===== config.mk =====
export PLATFORM = sky130hd
export DESIGN_NAME = varint_length_prefixed_framer
export DESIGN_NICKNAME = d
export VERILOG_FILES = /design/src/hdl/vlpf_pkg.sv /design/src/hdl/varint_length_prefixed_framer.sv /design/src/hdl/vlpf_front.sv /design/src/hdl/vlpf_queue.sv
export SDC_FILE = /design/constraint.sdc
export NUM_CORES = 1
export LEC_CHECK = 0
export ABC_CLOCK_PERIOD_IN_PS = 16800
export BUFFER_PORTS_ARGS = -buffer_cell sky130_fd_sc_hd__buf_2
export CORE_ASPECT_RATIO = 1.25
export CORE_MARGIN = 2
export CORE_UTILIZATION = 40
export DETAILED_ROUTE_END_ITERATION = 7
export PLACE_DENSITY = 0.62
export SLEW_MARGIN = 30
export SYNTH_ARGS = -nofsm -noshare
export SYNTH_HDL_FRONTEND = slang
export SYNTH_SLANG_ARGS = --single-unit

===== constraint.sdc =====
create_clock -name i_clk -period 16.8 [get_ports i_clk]
set_input_delay 0.84 -clock i_clk [delete_from_list [all_inputs] [get_ports i_clk]]
set_output_delay 0.84 -clock i_clk [all_outputs]
set_load 0.05 [all_outputs]

===== src/hdl/vlpf_pkg.sv =====
// ----------------------------------------------------------------------------
// vlpf_pkg: shared types and constants of the varint length-prefixed framer
// Result codes, field widths and the result record passed front to back.
// ----------------------------------------------------------------------------
package vlpf_pkg;

    localparam int LEN_W      = 21;
    localparam int BYTE_W     = 8;
    localparam int ACC_W      = 32;
    localparam int DATA_BITS  = 7;
    localparam int MAX_VARINT = 5;
    localparam int Q_DEPTH    = 2;
    localparam int Q_AW       = 1;

    localparam logic [LEN_W-1:0] MAX_LEN_RESET = 21'h1F_FFFF;

    typedef enum logic [1:0] {
        KIND_HEADER  = 2'd0,
        KIND_PAYLOAD = 2'd1,
        KIND_ERROR   = 2'd2
    } t_kind;

    typedef enum logic [1:0] {
        ERR_NONE      = 2'd0,
        ERR_TOO_LONG  = 2'd1,
        ERR_SHORT_LEN = 2'd2,
        ERR_OVER_MAX  = 2'd3
    } t_err;

    typedef struct packed {
        t_kind             kind;
        logic [LEN_W-1:0]  packet_length;
        logic [BYTE_W-1:0] frame_id;
        logic [BYTE_W-1:0] payload_byte;
        logic              last;
        t_err              error_code;
    } t_result;

endpackage


===== src/hdl/varint_length_prefixed_framer.sv =====
// ----------------------------------------------------------------------------
// varint_length_prefixed_framer: one stream byte in per cycle while the queue has space, results out
// A result is registered into the result queue as its byte is accepted and reaches the output behind older entries.
// Throughput: one byte per cycle while the two-entry result queue has space; a full queue stalls the input.
// Reset (synchronous, active low): length prefix expected, queue empty, limit 2097151.
// ----------------------------------------------------------------------------
module varint_length_prefixed_framer
    import vlpf_pkg::*;
#(
    parameter int MAX_VARINT_BYTES = MAX_VARINT
) (
    input  logic              i_clk,
    input  logic              i_rst_n,
    input  logic              i_cfg_we,
    input  logic [LEN_W-1:0]  i_cfg_wdata,
    input  logic              i_valid,
    output logic              o_ready,
    input  logic [BYTE_W-1:0] i_in_byte,
    output logic              o_valid,
    input  logic              i_ready,
    output logic [1:0]        o_kind,
    output logic [LEN_W-1:0]  o_packet_length,
    output logic [BYTE_W-1:0] o_frame_id,
    output logic [BYTE_W-1:0] o_payload_byte,
    output logic              o_last,
    output logic [1:0]        o_error_code
);

    logic    w_space;
    logic    w_push;
    t_result w_front_res;
    t_result w_out_res;

    assign o_ready = w_space;

    // decode bytes into result items
    vlpf_front #(
        .MAX_VARINT_BYTES(MAX_VARINT_BYTES)
    ) u_front (
        .i_clk      (i_clk),
        .i_rst_n    (i_rst_n),
        .i_cfg_we   (i_cfg_we),
        .i_cfg_wdata(i_cfg_wdata),
        .i_valid    (i_valid),
        .i_in_byte  (i_in_byte),
        .i_space    (w_space),
        .o_push     (w_push),
        .o_result   (w_front_res)
    );

    // queue results toward the output
    vlpf_queue u_queue (
        .i_clk   (i_clk),
        .i_rst_n (i_rst_n),
        .i_push  (w_push),
        .i_result(w_front_res),
        .o_space (w_space),
        .o_valid (o_valid),
        .i_ready (i_ready),
        .o_result(w_out_res)
    );

    assign o_kind          = w_out_res.kind;
    assign o_packet_length = w_out_res.packet_length;
    assign o_frame_id      = w_out_res.frame_id;
    assign o_payload_byte  = w_out_res.payload_byte;
    assign o_last          = w_out_res.last;
    assign o_error_code    = w_out_res.error_code;

endmodule


===== src/hdl/vlpf_front.sv =====
// ----------------------------------------------------------------------------
// vlpf_front: byte classifier and varint decoder
// Takes one stream byte per cycle while the queue has space, tracks the packet phase and builds at
// most one result record per byte for the queue.
// ----------------------------------------------------------------------------
module vlpf_front
    import vlpf_pkg::*;
#(
    parameter int MAX_VARINT_BYTES = MAX_VARINT
) (
    input  logic              i_clk,
    input  logic              i_rst_n,
    input  logic              i_cfg_we,
    input  logic [LEN_W-1:0]  i_cfg_wdata,
    input  logic              i_valid,
    input  logic [BYTE_W-1:0] i_in_byte,
    input  logic              i_space,
    output logic              o_push,
    output t_result           o_result
);

    localparam int SW = $clog2(MAX_VARINT_BYTES + 1);

    typedef enum logic [1:0] {
        PH_LENGTH  = 2'd0,
        PH_ID      = 2'd1,
        PH_PAYLOAD = 2'd2
    } t_phase;

    t_phase           r_phase, n_phase;
    logic [SW-1:0]    r_shift, n_shift;
    logic [ACC_W-1:0] r_accum, n_accum;
    logic [LEN_W-1:0] r_held, n_held;
    logic [LEN_W-1:0] r_remain, n_remain;
    logic [LEN_W-1:0] r_max_len;

    logic             w_accept;
    logic [ACC_W-1:0] w_shifted;
    logic [ACC_W-1:0] w_acc_new;
    logic [SW-1:0]    w_shift_new;
    logic [LEN_W-1:0] w_id_count;
    logic [LEN_W-1:0] w_rest;

    assign w_accept    = i_valid && i_space;
    assign w_acc_new   = r_accum | w_shifted;
    assign w_shift_new = r_shift + SW'(1);
    assign w_id_count  = LEN_W'(w_shift_new);
    assign w_rest      = r_held - w_id_count;

    // place the seven data bits at the current group; bits past 31 drop
    always_comb begin
        w_shifted = '0;
        for (int k = 0; k < MAX_VARINT_BYTES; k++) begin
            if (r_shift == SW'(k) && (DATA_BITS * k) < ACC_W) begin
                w_shifted = ACC_W'({{(ACC_W-DATA_BITS){1'b0}},
                                    i_in_byte[DATA_BITS-1:0]} << (DATA_BITS * k));
            end
        end
    end

    // decode one byte
    always_comb begin
        n_phase  = r_phase;
        n_shift  = r_shift;
        n_accum  = r_accum;
        n_held   = r_held;
        n_remain = r_remain;
        o_push   = 1'b0;
        o_result = '{kind: KIND_HEADER, packet_length: '0, frame_id: '0,
                     payload_byte: '0, last: 1'b0, error_code: ERR_NONE};
        if (w_accept) begin
            case (r_phase)
                PH_PAYLOAD: begin
                    o_push                = 1'b1;
                    o_result.kind         = KIND_PAYLOAD;
                    o_result.payload_byte = i_in_byte;
                    o_result.last         = (r_remain <= LEN_W'(1));
                    if (r_remain <= LEN_W'(1)) begin
                        n_remain = '0;
                        n_phase  = PH_LENGTH;
                        n_shift  = '0;
                        n_accum  = '0;
                    end else begin
                        n_remain = r_remain - LEN_W'(1);
                    end
                end
                default: begin
                    if (r_shift >= SW'(MAX_VARINT_BYTES)) begin
                        // overlong varint: drop it and restart at the length
                        o_push              = 1'b1;
                        o_result.kind       = KIND_ERROR;
                        o_result.error_code = ERR_TOO_LONG;
                        n_phase             = PH_LENGTH;
                        n_shift             = '0;
                        n_accum             = '0;
                    end else if (i_in_byte[BYTE_W-1]) begin
                        n_accum = w_acc_new;
                        n_shift = w_shift_new;
                    end else if (r_phase == PH_ID) begin
                        n_shift = '0;
                        n_accum = '0;
                        o_push  = 1'b1;
                        if (r_held < w_id_count) begin
                            o_result.kind       = KIND_ERROR;
                            o_result.error_code = ERR_SHORT_LEN;
                            n_phase             = PH_LENGTH;
                        end else begin
                            o_result.kind          = KIND_HEADER;
                            o_result.packet_length = r_held;
                            o_result.frame_id      = w_acc_new[BYTE_W-1:0];
                            o_result.last          = (w_rest == '0);
                            n_remain               = w_rest;
                            n_phase = (w_rest == '0) ? PH_LENGTH : PH_PAYLOAD;
                        end
                    end else begin
                        // length prefix complete
                        n_shift = '0;
                        n_accum = '0;
                        if (w_acc_new > ACC_W'(r_max_len)) begin
                            o_push              = 1'b1;
                            o_result.kind       = KIND_ERROR;
                            o_result.error_code = ERR_OVER_MAX;
                            n_phase             = PH_LENGTH;
                        end else begin
                            n_held  = w_acc_new[LEN_W-1:0];
                            n_phase = PH_ID;
                        end
                    end
                end
            endcase
        end
    end

    // hold decoder state and the length limit
    always_ff @(posedge i_clk) begin
        if (!i_rst_n) begin
            r_phase   <= PH_LENGTH;
            r_shift   <= '0;
            r_accum   <= '0;
            r_held    <= '0;
            r_remain  <= '0;
            r_max_len <= MAX_LEN_RESET;
        end else begin
            r_phase  <= n_phase;
            r_shift  <= n_shift;
            r_accum  <= n_accum;
            r_held   <= n_held;
            r_remain <= n_remain;
            if (i_cfg_we) begin
                r_max_len <= i_cfg_wdata;
            end
        end
    end

endmodule


===== src/hdl/vlpf_queue.sv =====
// ----------------------------------------------------------------------------
// vlpf_queue: result queue between decoder and output
// Two-entry register queue; the head entry drives the output channel.
// ----------------------------------------------------------------------------
module vlpf_queue
    import vlpf_pkg::*;
(
    input  logic    i_clk,
    input  logic    i_rst_n,
    input  logic    i_push,
    input  t_result i_result,
    output logic    o_space,
    output logic    o_valid,
    input  logic    i_ready,
    output t_result o_result
);

    t_result         r_mem [Q_DEPTH];
    logic [Q_AW-1:0] r_wp;
    logic [Q_AW-1:0] r_rp;
    logic [Q_AW:0]   r_count;
    logic            w_pop;

    assign o_space  = (r_count != (Q_AW+1)'(Q_DEPTH));
    assign o_valid  = (r_count != '0);
    assign o_result = r_mem[r_rp];
    assign w_pop    = o_valid && i_ready;

    // store pushed items
    always_ff @(posedge i_clk) begin
        if (i_push) begin
            r_mem[r_wp] <= i_result;
        end
    end

    // advance pointers and count
    always_ff @(posedge i_clk) begin
        if (!i_rst_n) begin
            r_wp    <= '0;
            r_rp    <= '0;
            r_count <= '0;
        end else begin
            if (i_push) begin
                r_wp <= r_wp + Q_AW'(1);
            end
            if (w_pop) begin
                r_rp <= r_rp + Q_AW'(1);
            end
            case ({i_push, w_pop})
                2'b10:   r_count <= r_count + (Q_AW+1)'(1);
                2'b01:   r_count <= r_count - (Q_AW+1)'(1);
                default: r_count <= r_count;
            endcase
        end
    end

endmodule


Word level (Yosys, flattened, before mapping) --
Memories as Yosys holds them, arrays and structs flattened. A register that Yosys moved wholly into a read port is not among the register bits. Index checks and enable logic that the tools add are counted.
Word-level totals: word-level logic and storage cells 111, output and inout bits 44, memory bits (read-only) 0, memories 1, register bits 104, bits in writable memories 84, bits in latches 0, input bits 34
Memory list:
- u_queue.r_mem | depth 2, bits a word 42, rd ports 1, clocked after memory_dff 1, write ports 1, line vlpf_queue.sv:18 | t_result r_mem [Q_DEPTH];
Cells by class: reductions and logical operators 11, muxes and demuxes 59, multipliers 0, divide/modulo/power cells 0, magnitude comparators 4, eq/ne operators 14, shift-type cells 0, bitwise gates (word level) 6, add/sub/neg operators 7
Operators with widths (number):
- two-way mux 32 bit | 8
- two-way mux 21 bit | 6
- two-way mux 29 bit | 4
- two-way mux 42 bit | 1
- greater-than comparator 32 x 21 -> 1 bit | 1
- two-way mux 2 bit | 16
- OR 32 bit | 1
- two-way mux 31 bit | 1
- less-or-equal comparator 21 x 1 -> 1 bit, second input constant | 1
- logical NOT 21 bit | 1
- less-than comparator 21 x 3 -> 1 bit | 1
- subtractor 21 x 1 -> 21 bit, second input constant | 1
- subtractor 21 x 3 -> 21 bit | 1
- two-way mux 1 bit | 15
- two-way mux 3 bit | 5
- two-way mux 8 bit | 1
- two-way mux 7 bit | 1
- equality test 3 x 2 -> 1 bit, second input constant | 2
- != test 2 bit, second input constant | 3
- AND reduction 6 bit | 1
- nonzero test 2 bit | 3
- inverter 1 bit | 5
- AND reduction 5 bit | 1
- equality test 2 x 1 -> 1 bit, second input constant | 2
- 15 further kinds | 19

Depth between registers and ports, before layout --
Gate-level depths: netlist of the first run.
word-level depth 16, depth in mapped cells 17

Hierarchy --
Synthesis of the first run repeated with hierarchy kept, for this count alone.
Unflattened totals: cell total of the unflattened synthesis 884, area total of the unflattened synthesis 9136.3 µm²
Modules (own cells, without submodules):
- vlpf_front | cells each 730, area each 5881.9 µm², times used 1
- vlpf_queue | cells each 154, area each 3254.4 µm², times used 1

Worst setup path before layout of the first run --
Ideal clock, no wire load.
path kind flip-flop to flip-flop, start register u_front.r_shift[2], end memory u_queue.r_mem[1][0] (netlist bit), enable pin, arrival time 5504 ps, cell stages (with the launch flop) 14, setup time 500 ps, data required time 16300 ps, path slack 10797 ps, cells stage by stage dfxtp_1 clkbuf_1 inv_1 ha_1 a21oi_1 nand2_1 o21bai_1 ha_1 nand4_1 nor4_1 o21ai_0 nand4_1 a211oi_1 o21ai_0
Between the ends: elaborated cells between the ends (all ways) 21, those cells by class order compare (2); eq/ne (4); mux (13); bitwise (1); reduce/logical (1)
RTL lines:
- start, declared | line vlpf_front.sv:31 | logic [SW-1:0] r_shift, n_shift;
- start signal, assigned | line vlpf_front.sv:145 | r_shift <= n_shift;
- equality test 3 x 2 -> 1 bit | line vlpf_front.sv:54 | if (r_shift == SW'(k) && (DATA_BITS * k) < ACC_W) begin
- two-way mux 32 bit (2 in a row) | line vlpf_front.sv:54
- two-way mux 32 bit * | line vlpf_front.sv:54
- OR 32 bit * | line vlpf_front.sv:45 | assign w_acc_new = r_accum | w_shifted;
- via u_front.w_acc_new[14] | line vlpf_front.sv:39 | logic [ACC_W-1:0] w_acc_new;
- greater-than comparator 32 x 21 -> 1 bit * | line vlpf_front.sv:119 | if (w_acc_new > ACC_W'(r_max_len)) begin
- two-way mux 1 bit * | line vlpf_front.sv:119
- two-way mux 1 bit * | line vlpf_front.sv:99 | end else if (r_phase == PH_ID) begin
- two-way mux 1 bit * | line vlpf_front.sv:96 | end else if (i_in_byte[BYTE_W-1]) begin
- two-way mux 1 bit * | line vlpf_front.sv:88 | if (r_shift >= SW'(MAX_VARINT_BYTES)) begin
- two-way mux 1 bit * | line vlpf_front.sv:72 | case (r_phase)
- two-way mux 1 bit * | line vlpf_front.sv:71 | if (w_accept) begin
- two-way mux 1 bit * | line vlpf_queue.sv:31 | if (i_push) begin
- two-way mux 1 bit (implied by the code) * | line vlpf_queue.sv:32 | r_mem[r_wp] <= i_result;
- end, declared | line vlpf_queue.sv:18
The timed path passes the listed nets; every way through them passes the cells marked *.

Worst setup path after layout of the first run --
start register u_front.r_shift[0], end memory u_queue.r_mem[1][36] (netlist bit), enable pin
Between the ends: word-level cells in the longest chain between the ends 16, elaborated cells between the ends (all ways) 21, those cells by class order compare (2); eq/ne (4); mux (13); bitwise (1); reduce/logical (1)
Ends and longest elaborated chain (line):
- logical NOT 3 bit | vlpf_front.sv:54
- two-way mux 7 bit | vlpf_front.sv:54
- two-way mux 32 bit (3 in a row) | vlpf_front.sv:54
- two-way mux 32 bit * | vlpf_front.sv:54
- OR 32 bit * | vlpf_front.sv:45
- via u_front.w_acc_new[3] | vlpf_front.sv:39
- greater-than comparator 32 x 21 -> 1 bit * | vlpf_front.sv:119
- two-way mux 1 bit * | vlpf_front.sv:119
- two-way mux 1 bit * | vlpf_front.sv:99
- two-way mux 1 bit * | vlpf_front.sv:96
- two-way mux 1 bit * | vlpf_front.sv:88
- two-way mux 1 bit * | vlpf_front.sv:72
- two-way mux 1 bit * | vlpf_front.sv:71
- two-way mux 1 bit * | vlpf_queue.sv:31
- two-way mux 1 bit (implied by the code) * | vlpf_queue.sv:32
Marks and branches as above.

==> impl_results.html, run 1 <==
<table>
<tr><th>Metric</th><th>Value</th></tr>
<tr><th colspan="2">Critical path</th></tr>
<tr><td>Number of buffers and inverters on the critical path</td><td>4</td></tr>
<tr><td>Most used cell, CP</td><td>sky130_fd_sc_hd__buf_4</td></tr>
<tr><td>Largest stage delay on the critical path</td><td>0.57 ns</td></tr>
<tr><td>R2R Setup Slk</td><td>12.37 ns</td></tr>
<tr><td>Crit path max-delay cell type</td><td>sky130_fd_sc_hd__o21ai_4</td></tr>
<tr><td>Cell-by-cell trace of the critical path</td><td>inv_1, ha_1, a21oi_1, buf_4, nand2_1, o21bai_1, ha_1, and4_1, a31oi_1, a211oi_1, buf_4, o21ai_4, buf_4</td></tr>
<tr><td>Worst Path Arrival</td><td>4.54 ns</td></tr>
<tr><td>Setup CP Type</td><td>flop to flop</td></tr>
<tr><td>Worst setup SP type</td><td>flop</td></tr>
<tr><td>Startpoint of the most critical register-to-register path</td><td>u_front.r_shift[0]$_SDFFE_PN0P_</td></tr>
<tr><td>Total stage count of the critical path</td><td>13</td></tr>
<tr><td>Largest driver fanout on the critical path</td><td>26</td></tr>
<tr><td>Cell type group with the largest total delay on the critical path</td><td>compound AO/OA/AOI/OAI gates</td></tr>
<tr><td>Path depth of the worst reg2reg path</td><td>13</td></tr>
<tr><td>Capturing element type of the critical path</td><td>flop</td></tr>
<tr><td>Endpoint of the worst-slack reg-to-reg timing path</td><td>u_queue.r_mem[1][36]$_DFFE_PP_</td></tr>
<tr><td>CP Data Required Time</td><td>16.91 ns</td></tr>
<tr><th colspan="2">Routing</th></tr>
<tr><td>Ratio of routed vias to standard cells</td><td>5.66</td></tr>
<tr><td>WL/cell</td><td>19.0 microns</td></tr>
<tr><td>Number of optimization iterations in the first detailed-route pass</td><td>5</td></tr>
<tr><td>Routed length on met1</td><td>10.7 mm</td></tr>
<tr><td>Count of antenna-violating nets left after detailed routing</td><td>0</td></tr>
<tr><td>Count of vias placed by the detailed router</td><td>7,282</td></tr>
<tr><td>Top routing layer used</td><td>met5</td></tr>
<tr><td>Met2 Routed Length</td><td>12.1 mm</td></tr>
<tr><td>Met3 wire length</td><td>1.05 mm</td></tr>
<tr><td>Number of violations reported at the end of detailed-routing iteration 0</td><td>532</td></tr>
<tr><td>Routed wire length</td><td>24.4 mm</td></tr>
<tr><td>Post-route DRC</td><td>0</td></tr>
<tr><th colspan="2">Pwr</th></tr>
<tr><td>Total power</td><td>1.31 mW</td></tr>
<tr><td>Worst vdd ir</td><td>0.0769 mV</td></tr>
<tr><td>Static power due to leakage</td><td>4.22 nW</td></tr>
<tr><td>Power per standard cell area</td><td>124 nW/um^2</td></tr>
<tr><th colspan="2">STA</th></tr>
<tr><td>Hold Slack</td><td>0.474 ns</td></tr>
<tr><td>Tmin final</td><td>4.43 ns</td></tr>
<tr><td>Slew at the pin with the worst max-slew slack</td><td>0.969 ns</td></tr>
<tr><td>Worst clock skew</td><td>0.0163 ns</td></tr>
<tr><td>Final count of negative-setup-slack endpoints</td><td>0</td></tr>
<tr><td>Slew headroom</td><td>35.4%</td></tr>
<tr><td>Period utilization</td><td>26.4%</td></tr>
<tr><td>Fin. Hold Viols</td><td>0</td></tr>
<tr><td>Setup TNS</td><td>0 ns</td></tr>
<tr><td>Fin. max-slew vios</td><td>0</td></tr>
<tr><td>Unrepaired setup endpoints after global routing</td><td>false</td></tr>
<tr><td>F_max</td><td>226 MHz</td></tr>
<tr><th colspan="2">Floorplan</th></tr>
<tr><td>Vertical die dimension</td><td>175 microns</td></tr>
<tr><td>Full die area</td><td>24,600 sq um</td></tr>
<tr><td>Core footprint</td><td>23,000 sq um</td></tr>
<tr><td>Io pins</td><td>78</td></tr>
<tr><td>FP Rows</td><td>62</td></tr>
<tr><td>Initial core utilization</td><td>40.7%</td></tr>
<tr><td>Chip width</td><td>141 microns</td></tr>
<tr><th colspan="2">Synth</th></tr>
<tr><td>Syn nets</td><td>1,002</td></tr>
<tr><td>Post-Synthesis Mean Instance Area</td><td>10.0 sq um</td></tr>
<tr><td>Area contributors post-synth</td><td>sky130_fd_sc_hd__edfxtp_1 27%, sky130_fd_sc_hd__dfxtp_1 22%, sky130_fd_sc_hd__mux2_2 5.1%</td></tr>
<tr><td>Ys async rst share</td><td>0%</td></tr>
<tr><td>Seq/Total Area, Yosys</td><td>49.5%</td></tr>
<tr><td>Post-synthesis register bit count</td><td>189</td></tr>
<tr><td>Fraction of synthesized cell area taken by the top area cell type</td><td>27.0%</td></tr>
<tr><td>Number of enable-type register cells in the synthesized netlist</td><td>84</td></tr>
<tr><td>Number of warnings printed during yosys synthesis</td><td>0</td></tr>
<tr><td>Cell area after synthesis</td><td>9350 sq um</td></tr>
<tr><td>Most used flip-flop cell after synthesis</td><td>sky130_fd_sc_hd__dfxtp_1</td></tr>
<tr><td>Number of distinct library cells after synthesis</td><td>65</td></tr>
<tr><td>Cells after synthesis</td><td>933</td></tr>
<tr><td>Cell accounting for the most synthesized area</td><td>sky130_fd_sc_hd__edfxtp_1</td></tr>
<tr><th colspan="2">Clock tree</th></tr>
<tr><td>Clock Sink Count</td><td>189</td></tr>
<tr><td>Later-pin clock latency in the skew report</td><td>0.44 ns</td></tr>
<tr><td>Clock root cell</td><td>sky130_fd_sc_hd__clkbuf_16</td></tr>
<tr><td>Clock edge transition at the registers on the reported setup and hold paths</td><td>0.07 ns</td></tr>
<tr><td>TritonCTS clock tree</td><td>yes</td></tr>
<tr><td>CTS Buffer Depth</td><td>2</td></tr>
<tr><td>Number of resized instances in the post-cts repair step</td><td>0</td></tr>
<tr><td>Number of buffers created by CTS</td><td>17</td></tr>
<tr><td>Post-CTS Setup Inserts</td><td>0</td></tr>
<tr><td>Number of levels the H-tree was split into</td><td>4</td></tr>
<tr><td>Hold buffers post-CTS</td><td>0</td></tr>
<tr><th colspan="2">Finish</th></tr>
<tr><td>Layout cell share with drive strength beyond 1</td><td>18.9%</td></tr>
<tr><td>Final standard cell utilization of the core</td><td>46.3%</td></tr>
<tr><td>Filler cells</td><td>2,188</td></tr>
<tr><td>Antenna diode instance count</td><td>0</td></tr>
<tr><td>Commonest non-fill, non-tap cells in the layout</td><td>108 x sky130_fd_sc_hd__nand2_1, 104 x sky130_fd_sc_hd__dfxtp_1, 84 x sky130_fd_sc_hd__edfxtp_1</td></tr>
<tr><td>Most frequent standard cell in the layout excluding fill and tap cells</td><td>sky130_fd_sc_hd__nand2_1</td></tr>
<tr><td>Final nets</td><td>1,055</td></tr>
<tr><td>Layout overhead on the synthesized area</td><td>13.6%</td></tr>
<tr><td>Non-filler instance count after layout</td><td>1,287</td></tr>
<tr><th colspan="2">Flow run</th></tr>
<tr><td>Number of violations of the max-capacitance limit</td><td>0</td></tr>
<tr><th colspan="2">Status</th></tr>
<tr><td>Run status</td><td>complete, no violations</td></tr>
<tr><th colspan="2">Worst hold path</th></tr>
<tr><td>Number of cells on the worst hold path</td><td>2</td></tr>
<tr><td>Type of the most critical hold path</td><td>flop to flop</td></tr>
<tr><td>Hold Path End</td><td>u_front.r_accum[29]$_SDFFE_PN0P_</td></tr>
<tr><td>Hold Startpoint</td><td>u_front.r_accum[29]$_SDFFE_PN0P_</td></tr>
<tr><th colspan="2">Placed design</th></tr>
<tr><td>Number of cells after detailed placement</td><td>1,255</td></tr>
<tr><td>Routability cong.</td><td>0.933</td></tr>
<tr><td>Count of port buffers added during placement</td><td>77</td></tr>
<tr><td>Sum of net half-perimeters after detailed placement</td><td>17.6 mm</td></tr>
<tr><th colspan="2">Global routing</th></tr>
<tr><td>Overflow left after global routing</td><td>0</td></tr>
<tr><td>Number of global-route vias before repair</td><td>7,244</td></tr>
<tr><td>First-pass GRT wire length</td><td>39.0 mm</td></tr>
<tr><td>Global-route usage over all layers</td><td>20.3%</td></tr>
<tr><td>Pin count of the biggest net entering global routing</td><td>93</td></tr>
<tr><td>Number of antenna violations at the first check in global routing</td><td>1</td></tr>
</table>
[per-stage QoR]
| step | area [sq um] | setup slack (ns) |
|---|---|---|
| final | 10600 | 12.37 |
| after global routing | 10600 | 12.04 |
| after CTS | 10600 | 12.36 |
| after detailed placement | 9970 | 12.43 |
| after global placement | 9960 | 12.50 |
| after floorplan | 9350 | 10.80 |
[how the worst max path moves through the flow]
stage	start	to	slack, ns
after CTS	u_front.r_shift[0]$_SDFFE_PN0P_	u_queue.r_mem[1][32]$_DFFE_PP_	12.36
after global placement	u_front.r_shift[0]$_SDFFE_PN0P_	u_queue.r_mem[1][37]$_DFFE_PP_	12.50
after detailed placement	u_front.r_shift[0]$_SDFFE_PN0P_	u_queue.r_mem[1][35]$_DFFE_PP_	12.43
after floorplan	u_front.r_shift[2]$_SDFFE_PN0P_	u_queue.r_mem[1][0]$_DFFE_PP_	10.80
final	u_front.r_shift[0]$_SDFFE_PN0P_	u_queue.r_mem[1][36]$_DFFE_PP_	12.37
after global routing	u_front.r_shift[0]$_SDFFE_PN0P_	u_queue.r_mem[1][36]$_DFFE_PP_	12.04
[sequential cells by signal (all words and copies together), names as in the netlist, 2 cells and up, named ones only]
register,flops
u_queue.r_mem,84
u_front.r_shift,3
u_front.r_phase,2
u_front.r_max_len,21
u_front.r_held,21
u_front.r_accum,32
u_front.r_remain,21
u_queue.r_count,2
[cell usage after synthesis (3+ instances only)]
library cell and instances:
sky130_fd_sc_hd__buf_1 3, sky130_fd_sc_hd__o31a_1 5, sky130_fd_sc_hd__o21a_1 5, sky130_fd_sc_hd__a21o_1 6
sky130_fd_sc_hd__nand2_1 108, sky130_fd_sc_hd__xor2_1 3, sky130_fd_sc_hd__nor2b_1 3, sky130_fd_sc_hd__o211ai_1 20
sky130_fd_sc_hd__nand3_1 9, sky130_fd_sc_hd__a31o_2 8, sky130_fd_sc_hd__a211oi_1 5, sky130_fd_sc_hd__inv_1 35
sky130_fd_sc_hd__clkbuf_1 45, sky130_fd_sc_hd__a32o_1 6, sky130_fd_sc_hd__o311a_1 10, sky130_fd_sc_hd__nand2b_1 4
sky130_fd_sc_hd__mux2_2 42, sky130_fd_sc_hd__o31ai_1 4, sky130_fd_sc_hd__o21bai_1 20, sky130_fd_sc_hd__ha_1 34
sky130_fd_sc_hd__o22ai_1 9, sky130_fd_sc_hd__and3_1 5, sky130_fd_sc_hd__or3_1 14, sky130_fd_sc_hd__nor3_1 22
sky130_fd_sc_hd__mux2i_1 22, sky130_fd_sc_hd__a31oi_1 22, sky130_fd_sc_hd__a21oi_1 43, sky130_fd_sc_hd__or4_1 5
sky130_fd_sc_hd__xnor2_1 17, sky130_fd_sc_hd__or2_2 4, sky130_fd_sc_hd__nor4_1 17, sky130_fd_sc_hd__nand4_1 13
sky130_fd_sc_hd__o21ai_0 18, sky130_fd_sc_hd__nor2_1 79, sky130_fd_sc_hd__and2_1 39, sky130_fd_sc_hd__dfxtp_1 105
sky130_fd_sc_hd__edfxtp_1 84, sky130_fd_sc_hd__o41ai_1 4
[layer usage]
| layer | vias up | GRT usage (%) |
|---|---|---|
| met1 | 3507 | 26.1 |
| met3 | 47 | 2.74 |
| met2 | 194 | 34.9 |
| li1 | 3532 | - |
| met5 | - | 0 |
| met4 | 2 | 7.50 |
[report_power, final]
part | switching [mW] | total [mW] | internal, mW
Sequential | 0.0221 | 0.522 | 0.500
Clock | 0.202 | 0.420 | 0.217
Combinational | 0.250 | 0.371 | 0.120
[worst reg2reg max path, stage by stage (launching register included)]
cell and delay [ns]:
sky130_fd_sc_hd__dfxtp_1 0.42, sky130_fd_sc_hd__inv_1 0.11, sky130_fd_sc_hd__ha_1 0.28, sky130_fd_sc_hd__a21oi_1 0.17
sky130_fd_sc_hd__buf_4 0.30, sky130_fd_sc_hd__nand2_1 0.14, sky130_fd_sc_hd__o21bai_1 0.50, sky130_fd_sc_hd__ha_1 0.38
sky130_fd_sc_hd__and4_1 0.20, sky130_fd_sc_hd__a31oi_1 0.28, sky130_fd_sc_hd__a211oi_1 0.12, sky130_fd_sc_hd__buf_4 0.20
sky130_fd_sc_hd__o21ai_4 0.57, sky130_fd_sc_hd__buf_4 0.44
[logic make-up (layout without fill, tap and decap cells)]
kind of cell / Yosys count / after routing / share of synthesized area [%]
muxes: 64 / 64 / 7.42
adders and majority gates: 35 / 35 / 4.77
xor gates and xnor gates: 20 / 20 / 1.87
AOI/OAI and AO/OA: 204 / 204 / 15.4
buffers and inverters: 89 / 155 / 3.92
DFF: 189 / 189 / 49.5
and+or+nand+nor: 332 / 332 / 17.1
[layout make-up]
class | instances | area [sq um] | area share [%]
clock inverters | 15 | 205 | 1.93
well taps | 288 | 360 | 3.39
flip-flops and latches | 189 | 4630 | 43.6
inverters | 36 | 135 | 1.27
clock buffers | 17 | 425 | 4.01
multi-input cells | 655 | 4410 | 41.5
repair buffers | 87 | 460 | 4.34
No activity file was read; power rests on OpenSTA's default activity.
==> run 2: changes to the inputs <==
--- a/config.mk
+++ b/config.mk
@@ -5,7 +5,7 @@
 export SDC_FILE = /design/constraint.sdc
 export NUM_CORES = 1
 export LEC_CHECK = 0
-export ABC_CLOCK_PERIOD_IN_PS = 16800
+export ABC_CLOCK_PERIOD_IN_PS = 4600
 export BUFFER_PORTS_ARGS = -buffer_cell sky130_fd_sc_hd__buf_2
 export CORE_ASPECT_RATIO = 1.25
 export CORE_MARGIN = 2
==> constraint.sdc (replaced) <==
create_clock -name i_clk -period 4.6 [get_ports i_clk]
set_input_delay 0.23 -clock i_clk [delete_from_list [all_inputs] [get_ports i_clk]]
set_output_delay 0.23 -clock i_clk [all_outputs]
set_load 0.05 [all_outputs]
==> run 2 against run 1 <==
Compared with the run above:
- worst setup slack worse by 12 ns
- final area is 1.7% higher
- global-route usage is 0.44 points lower
==> impl_results.html, run 2 (synthesis gave the netlist of run 1 again) <==
<table>
<tr><th>Metric</th><th>Value</th></tr>
<tr><th colspan="2">Status</th></tr>
<tr><td>Run status</td><td>complete, no violations (unchanged)</td></tr>
<tr><th colspan="2">STA</th></tr>
<tr><td>Tmin final</td><td>4.21 ns (was 4.43 ns)</td></tr>
<tr><td>Slew at the pin with the worst max-slew slack</td><td>0.912 ns (was 0.969 ns)</td></tr>
<tr><td>Worst clock skew</td><td>0.0131 ns (was 0.0163 ns)</td></tr>
<tr><td>Period utilization</td><td>91.5% (was 26.4%)</td></tr>
<tr><td>Final count of negative-setup-slack endpoints</td><td>0 (unchanged)</td></tr>
<tr><td>Fin. Hold Viols</td><td>0 (unchanged)</td></tr>
<tr><td>Slew headroom</td><td>38.7% (was 35.4%)</td></tr>
<tr><td>F_max</td><td>238 MHz (was 226 MHz)</td></tr>
<tr><td>Setup TNS</td><td>0 ns (unchanged)</td></tr>
<tr><td>Final Worst Setup Slack</td><td>0.393 ns (was 12.37 ns)</td></tr>
<tr><td>Fin. max-slew vios</td><td>0 (unchanged)</td></tr>
<tr><td>Unrepaired setup endpoints after global routing</td><td>false (unchanged)</td></tr>
<tr><th colspan="2">Clock tree</th></tr>
<tr><td>Number of resized instances in the post-cts repair step</td><td>0 (unchanged)</td></tr>
<tr><td>TritonCTS clock tree</td><td>yes (unchanged)</td></tr>
<tr><td>Clock Sink Count</td><td>189 (unchanged)</td></tr>
<tr><td>Hold buffers post-CTS</td><td>7 (was 0)</td></tr>
<tr><td>Number of levels the H-tree was split into</td><td>4 (unchanged)</td></tr>
<tr><td>CTS Buffer Depth</td><td>2 (unchanged)</td></tr>
<tr><td>Number of buffers created by CTS</td><td>17 (unchanged)</td></tr>
<tr><td>Clock edge transition at the registers on the reported setup and hold paths</td><td>0.08 ns (was 0.07 ns)</td></tr>
<tr><td>Post-CTS Setup Inserts</td><td>0 (unchanged)</td></tr>
<tr><td>Later-pin clock latency in the skew report</td><td>0.44 ns (about the same)</td></tr>
<tr><td>Clock root cell</td><td>sky130_fd_sc_hd__clkbuf_16 (unchanged)</td></tr>
<tr><th colspan="2">Flow run</th></tr>
<tr><td>Number of violations of the max-capacitance limit</td><td>0 (unchanged)</td></tr>
<tr><th colspan="2">Global routing</th></tr>
<tr><td>Number of antenna violations at the first check in global routing</td><td>1 (unchanged)</td></tr>
<tr><td>Global-route track usage on met1</td><td>25.9% (was 26.1%)</td></tr>
<tr><td>Pin count of the biggest net entering global routing</td><td>93 (unchanged)</td></tr>
<tr><td>Number of global-route vias before repair</td><td>7,045 (was 7,244)</td></tr>
<tr><td>First-pass GRT wire length</td><td>38.0 mm (was 39.0 mm)</td></tr>
<tr><td>Peak-usage layer in the global routing report</td><td>met2 (unchanged)</td></tr>
<tr><td>Met2 global-route usage</td><td>32.8% (was 34.9%)</td></tr>
<tr><td>Global-route usage over all layers</td><td>19.8% (was 20.3%)</td></tr>
<tr><td>Overflow left after global routing</td><td>0 (unchanged)</td></tr>
<tr><td>Met3 Track Usage GR</td><td>3.18% (was 2.74%)</td></tr>
<tr><th colspan="2">Pwr</th></tr>
<tr><td>Total power</td><td>4.83 mW (was 1.31 mW)</td></tr>
<tr><td>Static power due to leakage</td><td>4.33 nW (was 4.22 nW)</td></tr>
<tr><td>Power per standard cell area</td><td>447 nW/um^2 (was 124 nW/um^2)</td></tr>
<tr><td>Worst vdd ir</td><td>0.259 mV (was 0.0769 mV)</td></tr>
<tr><th colspan="2">Routing</th></tr>
<tr><td>Routed wire length</td><td>24.3 mm (was 24.4 mm)</td></tr>
<tr><td>Number of violations reported at the end of detailed-routing iteration 0</td><td>582 (was 532)</td></tr>
<tr><td>Ratio of routed vias to standard cells</td><td>5.58 (was 5.66)</td></tr>
<tr><td>WL/cell</td><td>18.6 microns (was 19.0 microns)</td></tr>
<tr><td>Post-route DRC</td><td>0 (unchanged)</td></tr>
<tr><td>Count of antenna-violating nets left after detailed routing</td><td>0 (unchanged)</td></tr>
<tr><td>Number of optimization iterations in the first detailed-route pass</td><td>5 (unchanged)</td></tr>
<tr><td>Count of vias placed by the detailed router</td><td>7,293 (was 7,282)</td></tr>
<tr><th colspan="2">Floorplan</th></tr>
<tr><td>FP Rows</td><td>62 (unchanged)</td></tr>
<tr><td>Full die area</td><td>24,600 sq um (unchanged)</td></tr>
<tr><td>Initial core utilization</td><td>40.7% (unchanged)</td></tr>
<tr><td>Core footprint</td><td>23,000 sq um (unchanged)</td></tr>
<tr><td>Vertical die dimension</td><td>175 microns (unchanged)</td></tr>
<tr><td>Chip width</td><td>141 microns (unchanged)</td></tr>
<tr><td>Io pins</td><td>78 (unchanged)</td></tr>
<tr><th colspan="2">Finish</th></tr>
<tr><td>Layout overhead on the synthesized area</td><td>15.6% (was 13.6%)</td></tr>
<tr><td>Most frequent standard cell in the layout excluding fill and tap cells</td><td>sky130_fd_sc_hd__nand2_1 (unchanged)</td></tr>
<tr><td>Commonest non-fill, non-tap cells in the layout</td><td>108 x sky130_fd_sc_hd__nand2_1, 104 x sky130_fd_sc_hd__dfxtp_1, 84 x sky130_fd_sc_hd__edfxtp_1 (unchanged)</td></tr>
<tr><td>Antenna diode instance count</td><td>0 (unchanged)</td></tr>
<tr><td>Filler cells</td><td>2,150 (was 2,188)</td></tr>
<tr><td>Largest register by flop count</td><td>u_queue.r_mem (unchanged)</td></tr>
<tr><td>Layout cell share with drive strength beyond 1</td><td>19.4% (was 18.9%)</td></tr>
<tr><td>Biggest registers after layout</td><td>u_queue.r_mem (84), u_front.r_accum (32) (unchanged)</td></tr>
<tr><td>Final nets</td><td>1,075 (was 1,055)</td></tr>
<tr><td>Largest register FFs</td><td>84 (unchanged)</td></tr>
<tr><th colspan="2">Critical path</th></tr>
<tr><td>Capturing element type of the critical path</td><td>flop (unchanged)</td></tr>
<tr><td>Largest driver fanout on the critical path</td><td>26 (unchanged)</td></tr>
<tr><td>Worst setup SP type</td><td>flop (unchanged)</td></tr>
<tr><td>Worst Path Arrival</td><td>4.35 ns (was 4.54 ns)</td></tr>
<tr><td>Setup CP Type</td><td>flop to flop (unchanged)</td></tr>
<tr><td>CP Data Required Time</td><td>4.74 ns (was 16.91 ns)</td></tr>
<tr><th colspan="2">Worst hold path</th></tr>
<tr><td>Type of the most critical hold path</td><td>input port to flop (was flop to flop)</td></tr>
<tr><th colspan="2">Placed design</th></tr>
<tr><td>Post-Place Setup Slack</td><td>0.461 ns (was 12.43 ns)</td></tr>
<tr><td>Sum of net half-perimeters after detailed placement</td><td>17.4 mm (was 17.6 mm)</td></tr>
<tr><td>Count of port buffers added during placement</td><td>77 (unchanged)</td></tr>
<tr><td>Routability cong.</td><td>0.945 (was 0.933)</td></tr>
</table>
run 2: where the power goes:
part	internal, mW	leakage (nW)	switching (mW)
Combinational	0.467	2.35	0.932
Clock	0.754	0.301	0.765
Sequential	1.83	1.68	0.0813
run 2: cell type report:
cell class / instances / area, sq um / share of cell area [%]
Clock buffer: 17 / 425 / 3.94
Clock inverter: 15 / 194 / 1.80
Inverter: 36 / 135 / 1.25
Multi-Input combinational cell: 655 / 4390 / 40.6
Tap cell: 288 / 360 / 3.34
Sequential cell: 189 / 4630 / 42.8
Timing Repair Buffer: 107 / 673 / 6.23
run 2: routing by layer:
metal | routed length (microns) | part of all wire, % | vias to the layer above
li1 | - | - | 3574
met1 | 10900 | 45 | 3483
met2 | 11700 | 48 | 190
met3 | 946 | 3.9 | 44
met4 | 771 | 3.2 | 2
met5 | 13 | 0.054 | -
run 2: worst max-delay path: stages, from the launching register on:
cell	delay [ns]
sky130_fd_sc_hd__dfxtp_1	0.42
sky130_fd_sc_hd__inv_1	0.11
sky130_fd_sc_hd__ha_1	0.28
sky130_fd_sc_hd__a21oi_1	0.27
sky130_fd_sc_hd__buf_12	0.21
sky130_fd_sc_hd__nand2_1	0.10
sky130_fd_sc_hd__o21bai_1	0.28
sky130_fd_sc_hd__ha_1	0.21
sky130_fd_sc_hd__nand4_1	0.12
sky130_fd_sc_hd__nor4_1	0.40
sky130_fd_sc_hd__o21ai_0	0.16
sky130_fd_sc_hd__nand4_1	0.17
sky130_fd_sc_hd__a211oi_1	0.10
sky130_fd_sc_hd__buf_4	0.20
sky130_fd_sc_hd__o21ai_4	0.61
sky130_fd_sc_hd__buf_12	0.26
run 2: stage by stage:
step	cell area [sq um]	cells	hold slack (ns)	util, %
final	10800	1307	0.00593	47.0
after global routing	10800	1307	0.00704	47.0
after CTS	10800	1306	0.000269	46.9
after detailed placement	10100	1267	0.453	43.9
after global placement	10100	1267	0.445	43.9
after floorplan	9360	933	0.356	-
run 2: path summary, 6_finish.rpt:
check,start,to,slack (ns),cells after the start
worst max-delay path,u_front.r_shift[0]$_SDFFE_PN0P_,u_queue.r_mem[1][35]$_DFFE_PP_,0.39,15
worst max register to register,u_front.r_shift[0]$_SDFFE_PN0P_,u_queue.r_mem[1][35]$_DFFE_PP_,0.39,15
worst min register to register,u_front.r_accum[17]$_SDFFE_PN0P_,u_front.r_accum[17]$_SDFFE_PN0P_,0.47,2
worst min-delay path,i_cfg_wdata[11],u_front.r_max_len[11]$_SDFFE_PN1P_,0.006,3
==> run 3: changes to the inputs <==
--- a/config.mk
+++ b/config.mk
@@ -7,11 +7,13 @@
 export LEC_CHECK = 0
 export ABC_CLOCK_PERIOD_IN_PS = 4600
 export BUFFER_PORTS_ARGS = -buffer_cell sky130_fd_sc_hd__buf_2
+export CELL_PAD_IN_SITES_DETAIL_PLACEMENT = 0
+export CELL_PAD_IN_SITES_GLOBAL_PLACEMENT = 1
 export CORE_ASPECT_RATIO = 1.25
 export CORE_MARGIN = 2
 export CORE_UTILIZATION = 40
 export DETAILED_ROUTE_END_ITERATION = 7
-export PLACE_DENSITY = 0.62
+export PLACE_DENSITY = 0.75
 export SLEW_MARGIN = 30
 export SYNTH_ARGS = -nofsm -noshare
 export SYNTH_HDL_FRONTEND = slang
==> run 3 against run 2 <==
Compared with the run above:
- utilization shrank 0.44 points
- critical path type unchanged
- critical endpoint is now u_queue.r_count[1]$_SDFFE_PN0P_
- largest power group unchanged
- routed wire length grew 3.3%
- worst setup slack lost 0.075 ns
- clock power shrank 3%
==> impl_results.html, run 3 (synthesis gave the netlist of run 1 again) <==
<table>
<tr><th>Metric</th><th>Value</th></tr>
<tr><th colspan="2">Routing</th></tr>
<tr><td>Number of optimization iterations in the first detailed-route pass</td><td>5 (unchanged)</td></tr>
<tr><td>Number of violations reported at the end of detailed-routing iteration 0</td><td>560 (was 582)</td></tr>
<tr><td>Ratio of routed vias to standard cells</td><td>5.65 (was 5.58)</td></tr>
<tr><td>WL/cell</td><td>19.3 microns (was 18.6 microns)</td></tr>
<tr><td>Count of antenna-violating nets left after detailed routing</td><td>0 (unchanged)</td></tr>
<tr><td>Post-route DRC</td><td>0 (unchanged)</td></tr>
<tr><td>Routed wire length</td><td>25.1 mm (was 24.3 mm)</td></tr>
<tr><td>Count of vias placed by the detailed router</td><td>7,350 (was 7,293)</td></tr>
<tr><th colspan="2">Pwr</th></tr>
<tr><td>Total power</td><td>4.75 mW (was 4.83 mW)</td></tr>
<tr><td>Power per standard cell area</td><td>444 nW/um^2 (was 447 nW/um^2)</td></tr>
<tr><td>Worst vdd ir</td><td>0.279 mV (was 0.259 mV)</td></tr>
<tr><td>Static power due to leakage</td><td>4.28 nW (was 4.33 nW)</td></tr>
<tr><th colspan="2">Global routing</th></tr>
<tr><td>Met2 global-route usage</td><td>35.7% (was 32.8%)</td></tr>
<tr><td>Overflow left after global routing</td><td>0 (unchanged)</td></tr>
<tr><td>Met3 Track Usage GR</td><td>3.23% (was 3.18%)</td></tr>
<tr><td>Global-route track usage on met1</td><td>26.2% (was 25.9%)</td></tr>
<tr><td>Global-route usage over all layers</td><td>20.6% (was 19.8%)</td></tr>
<tr><td>Number of global-route vias before repair</td><td>7,314 (was 7,045)</td></tr>
<tr><td>Pin count of the biggest net entering global routing</td><td>78 (was 93)</td></tr>
<tr><td>First-pass GRT wire length</td><td>39.5 mm (was 38.0 mm)</td></tr>
<tr><td>Number of antenna violations at the first check in global routing</td><td>0 (was 1)</td></tr>
<tr><td>Peak-usage layer in the global routing report</td><td>met2 (unchanged)</td></tr>
<tr><th colspan="2">Clock tree</th></tr>
<tr><td>Number of levels the H-tree was split into</td><td>4 (unchanged)</td></tr>
<tr><td>Post-CTS Setup Inserts</td><td>0 (unchanged)</td></tr>
<tr><td>CTS Buffer Depth</td><td>2 (unchanged)</td></tr>
<tr><td>Later-pin clock latency in the skew report</td><td>0.44 ns (about the same)</td></tr>
<tr><td>Clock edge transition at the registers on the reported setup and hold paths</td><td>0.08 ns (about the same)</td></tr>
<tr><td>Clock Sink Count</td><td>189 (unchanged)</td></tr>
<tr><td>Clock root cell</td><td>sky130_fd_sc_hd__clkbuf_16 (unchanged)</td></tr>
<tr><td>Number of buffers created by CTS</td><td>17 (unchanged)</td></tr>
<tr><td>Hold buffers post-CTS</td><td>6 (was 7)</td></tr>
<tr><td>TritonCTS clock tree</td><td>yes (unchanged)</td></tr>
<tr><td>Number of resized instances in the post-cts repair step</td><td>0 (unchanged)</td></tr>
<tr><th colspan="2">STA</th></tr>
<tr><td>Tmin final</td><td>4.28 ns (was 4.21 ns)</td></tr>
<tr><td>Fin. max-slew vios</td><td>0 (unchanged)</td></tr>
<tr><td>Slew headroom</td><td>43.2% (was 38.7%)</td></tr>
<tr><td>Slew at the pin with the worst max-slew slack</td><td>0.849 ns (was 0.912 ns)</td></tr>
<tr><td>Worst clock skew</td><td>0.00959 ns (was 0.0131 ns)</td></tr>
<tr><td>Period utilization</td><td>93.1% (was 91.5%)</td></tr>
<tr><td>Final count of negative-setup-slack endpoints</td><td>0 (unchanged)</td></tr>
<tr><td>F_max</td><td>234 MHz (was 238 MHz)</td></tr>
<tr><td>Setup TNS</td><td>0 ns (unchanged)</td></tr>
<tr><td>Final Worst Setup Slack</td><td>0.318 ns (was 0.393 ns)</td></tr>
<tr><td>Unrepaired setup endpoints after global routing</td><td>false (unchanged)</td></tr>
<tr><td>Fin. Hold Viols</td><td>0 (unchanged)</td></tr>
<tr><th colspan="2">Placed design</th></tr>
<tr><td>Post-Place Setup Slack</td><td>0.477 ns (was 0.461 ns)</td></tr>
<tr><td>Routability cong.</td><td>0.880 (was 0.945)</td></tr>
<tr><td>Number of cells after detailed placement</td><td>1,263 (was 1,267)</td></tr>
<tr><td>Count of port buffers added during placement</td><td>77 (unchanged)</td></tr>
<tr><td>Sum of net half-perimeters after detailed placement</td><td>17.8 mm (was 17.4 mm)</td></tr>
<tr><th colspan="2">Flow run</th></tr>
<tr><td>Number of violations of the max-capacitance limit</td><td>0 (unchanged)</td></tr>
<tr><th colspan="2">Finish</th></tr>
<tr><td>Storage element area</td><td>4630 sq um (about the same)</td></tr>
<tr><td>Filler cells</td><td>2,216 (was 2,150)</td></tr>
<tr><td>Layout cell share with drive strength beyond 1</td><td>18.9% (was 19.4%)</td></tr>
<tr><td>Largest register FFs</td><td>84 (unchanged)</td></tr>
<tr><td>Commonest non-fill, non-tap cells in the layout</td><td>108 x sky130_fd_sc_hd__nand2_1, 104 x sky130_fd_sc_hd__dfxtp_1, 84 x sky130_fd_sc_hd__edfxtp_1 (unchanged)</td></tr>
<tr><td>Antenna diode instance count</td><td>0 (unchanged)</td></tr>
<tr><td>Area taken by multi-input logic gates</td><td>4380 sq um (was 4390 sq um)</td></tr>
<tr><td>Layout overhead on the synthesized area</td><td>14.5% (was 15.6%)</td></tr>
<tr><td>Final standard cell utilization of the core</td><td>46.6% (was 47.0%)</td></tr>
<tr><td>Largest register by flop count</td><td>u_queue.r_mem (unchanged)</td></tr>
<tr><td>Biggest registers after layout</td><td>u_queue.r_mem (84), u_front.r_accum (32) (unchanged)</td></tr>
<tr><td>Non-filler instance count after layout</td><td>1,301 (was 1,307)</td></tr>
<tr><td>Most frequent standard cell in the layout excluding fill and tap cells</td><td>sky130_fd_sc_hd__nand2_1 (unchanged)</td></tr>
<tr><td>Final nets</td><td>1,069 (was 1,075)</td></tr>
<tr><th colspan="2">Critical path</th></tr>
<tr><td>Crit path max-delay cell type</td><td>sky130_fd_sc_hd__nor4_1 (was sky130_fd_sc_hd__o21ai_4)</td></tr>
<tr><td>Most used cell, CP</td><td>sky130_fd_sc_hd__ha_1</td></tr>
<tr><td>Cell-by-cell trace of the critical path</td><td>inv_1, ha_1, a21oi_1, buf_12, nand2_1, o21bai_1, ha_1, nand4_1, nor4_1, o21ai_0, nand4_1, a211oi_1, buf_4, o31a_1, ha_1, or3_1, a21oi_1 (was inv_1, ha_1, a21oi_1, buf_12, nand2_1, o21bai_1, ha_1, nand4_1, nor4_1, o21ai_0, nand4_1, a211oi_1, buf_4, o21ai_4, buf_12)</td></tr>
<tr><td>Endpoint of the worst-slack reg-to-reg timing path</td><td>u_queue.r_count[1]$_SDFFE_PN0P_ (was u_queue.r_mem[1][35]$_DFFE_PP_)</td></tr>
<tr><td>Cell type group with the largest total delay on the critical path</td><td>simple AND/OR/NAND/NOR gates (was compound AO/OA/AOI/OAI gates)</td></tr>
<tr><td>Total stage count of the critical path</td><td>17 (was 15)</td></tr>
<tr><td>Setup CP Type</td><td>flop to flop (unchanged)</td></tr>
<tr><td>Worst setup SP type</td><td>flop (unchanged)</td></tr>
<tr><td>Largest stage delay on the critical path</td><td>0.45 ns (was 0.61 ns)</td></tr>
<tr><td>Number of buffers and inverters on the critical path</td><td>3 (was 4)</td></tr>
<tr><td>Largest driver fanout on the critical path</td><td>26 (unchanged)</td></tr>
<tr><td>Startpoint of the most critical register-to-register path</td><td>u_front.r_shift[0]$_SDFFE_PN0P_ (unchanged)</td></tr>
<tr><td>CP Capture Point</td><td>u_queue.r_count[1]$_SDFFE_PN0P_ (was u_queue.r_mem[1][35]$_DFFE_PP_)</td></tr>
<tr><td>CP startpoint</td><td>u_front.r_shift[0]$_SDFFE_PN0P_ (unchanged)</td></tr>
<tr><td>R2R Setup Slk</td><td>0.32 ns (was 0.39 ns)</td></tr>
<tr><td>Path depth of the worst reg2reg path</td><td>17 (was 15)</td></tr>
<tr><td>Capturing element type of the critical path</td><td>flop (unchanged)</td></tr>
<tr><td>Worst Path Arrival</td><td>4.64 ns (was 4.35 ns)</td></tr>
<tr><td>CP Data Required Time</td><td>4.96 ns (was 4.74 ns)</td></tr>
<tr><th colspan="2">Floorplan</th></tr>
<tr><td>FP Rows</td><td>62 (unchanged)</td></tr>
<tr><td>Full die area</td><td>24,600 sq um (unchanged)</td></tr>
<tr><td>Io pins</td><td>78 (unchanged)</td></tr>
<tr><td>Vertical die dimension</td><td>175 microns (unchanged)</td></tr>
<tr><td>Initial core utilization</td><td>40.7% (unchanged)</td></tr>
<tr><td>Core footprint</td><td>23,000 sq um (unchanged)</td></tr>
<tr><td>Chip width</td><td>141 microns (unchanged)</td></tr>
<tr><th colspan="2">Worst hold path</th></tr>
<tr><td>Type of the most critical hold path</td><td>input port to flop (unchanged)</td></tr>
<tr><td>Number of cells on the worst hold path</td><td>3 (unchanged)</td></tr>
<tr><th colspan="2">Status</th></tr>
<tr><td>Run status</td><td>complete, no violations (unchanged)</td></tr>
</table>
[run 3: cell types whose count changed in the layout (fill, tap and decap cells not counted), moves of 2 or more]
cell | previous run | this run
sky130_fd_sc_hd__buf_4 | 20 | 16
sky130_fd_sc_hd__inv_12 | 4 | 0
sky130_fd_sc_hd__inv_6 | 2 | 5
sky130_fd_sc_hd__clkinv_4 | 2 | 0
[run 3: power by group]
part	switching (mW)	total, mW	internal, mW
Combinational	0.939	1.39	0.453
Sequential	0.0635	1.89	1.83
Clock	0.723	1.47	0.744
[run 3: how the worst min path moves through the flow]
stage | start | endpoint | slack [ns]
after floorplan | i_cfg_wdata[6] | u_front.r_max_len[6]$_SDFFE_PN1P_ | 0.36
after global placement | i_cfg_wdata[11] | u_front.r_max_len[11]$_SDFFE_PN1P_ | 0.44
after detailed placement | i_cfg_wdata[0] | u_front.r_max_len[0]$_SDFFE_PN1P_ | 0.45
after CTS | i_cfg_wdata[9] | u_front.r_max_len[9]$_SDFFE_PN1P_ | 0.001
after global routing | i_cfg_wdata[7] | u_front.r_max_len[7]$_SDFFE_PN1P_ | 0.01
final | i_cfg_wdata[9] | u_front.r_max_len[9]$_SDFFE_PN1P_ | 0.01
[run 3: final cells by class]
cell class	count	share of cell area [%]
tap	288	3.37
inverter	36	1.26
multi-input combinational	655	41.0
timing repair buffer	101	5.66
sequential	189	43.2
clock buffer	19	4.14
clock inverter	13	1.38
[run 3: routing by layer]
layer  share of wire [%]  wire [microns]  vias to the layer above
li1                    -               -                     3551
met5                   0               0                        -
met3                 3.9             975                       35
met4                 2.4             606                        0
met2                  50           12600                      176
met1                  43           10900                     3588
[run 3: metrics by stage]
| stage | hold WS (ns) | area, sq um |
|---|---|---|
| finish | 0.0116 | 10700 |
| global route | 0.0135 | 10700 |
| CTS | 0.000990 | 10700 |
| detailed placement | 0.452 | 10100 |
| global placement | 0.443 | 10100 |
| floorplan | 0.356 | 9360 |
[run 3: worst min-delay path, stage by stage]
cell and delay, ns:
sky130_fd_sc_hd__buf_2 0.08, sky130_fd_sc_hd__nand2_1 0.04, sky130_fd_sc_hd__o211ai_1 0.07
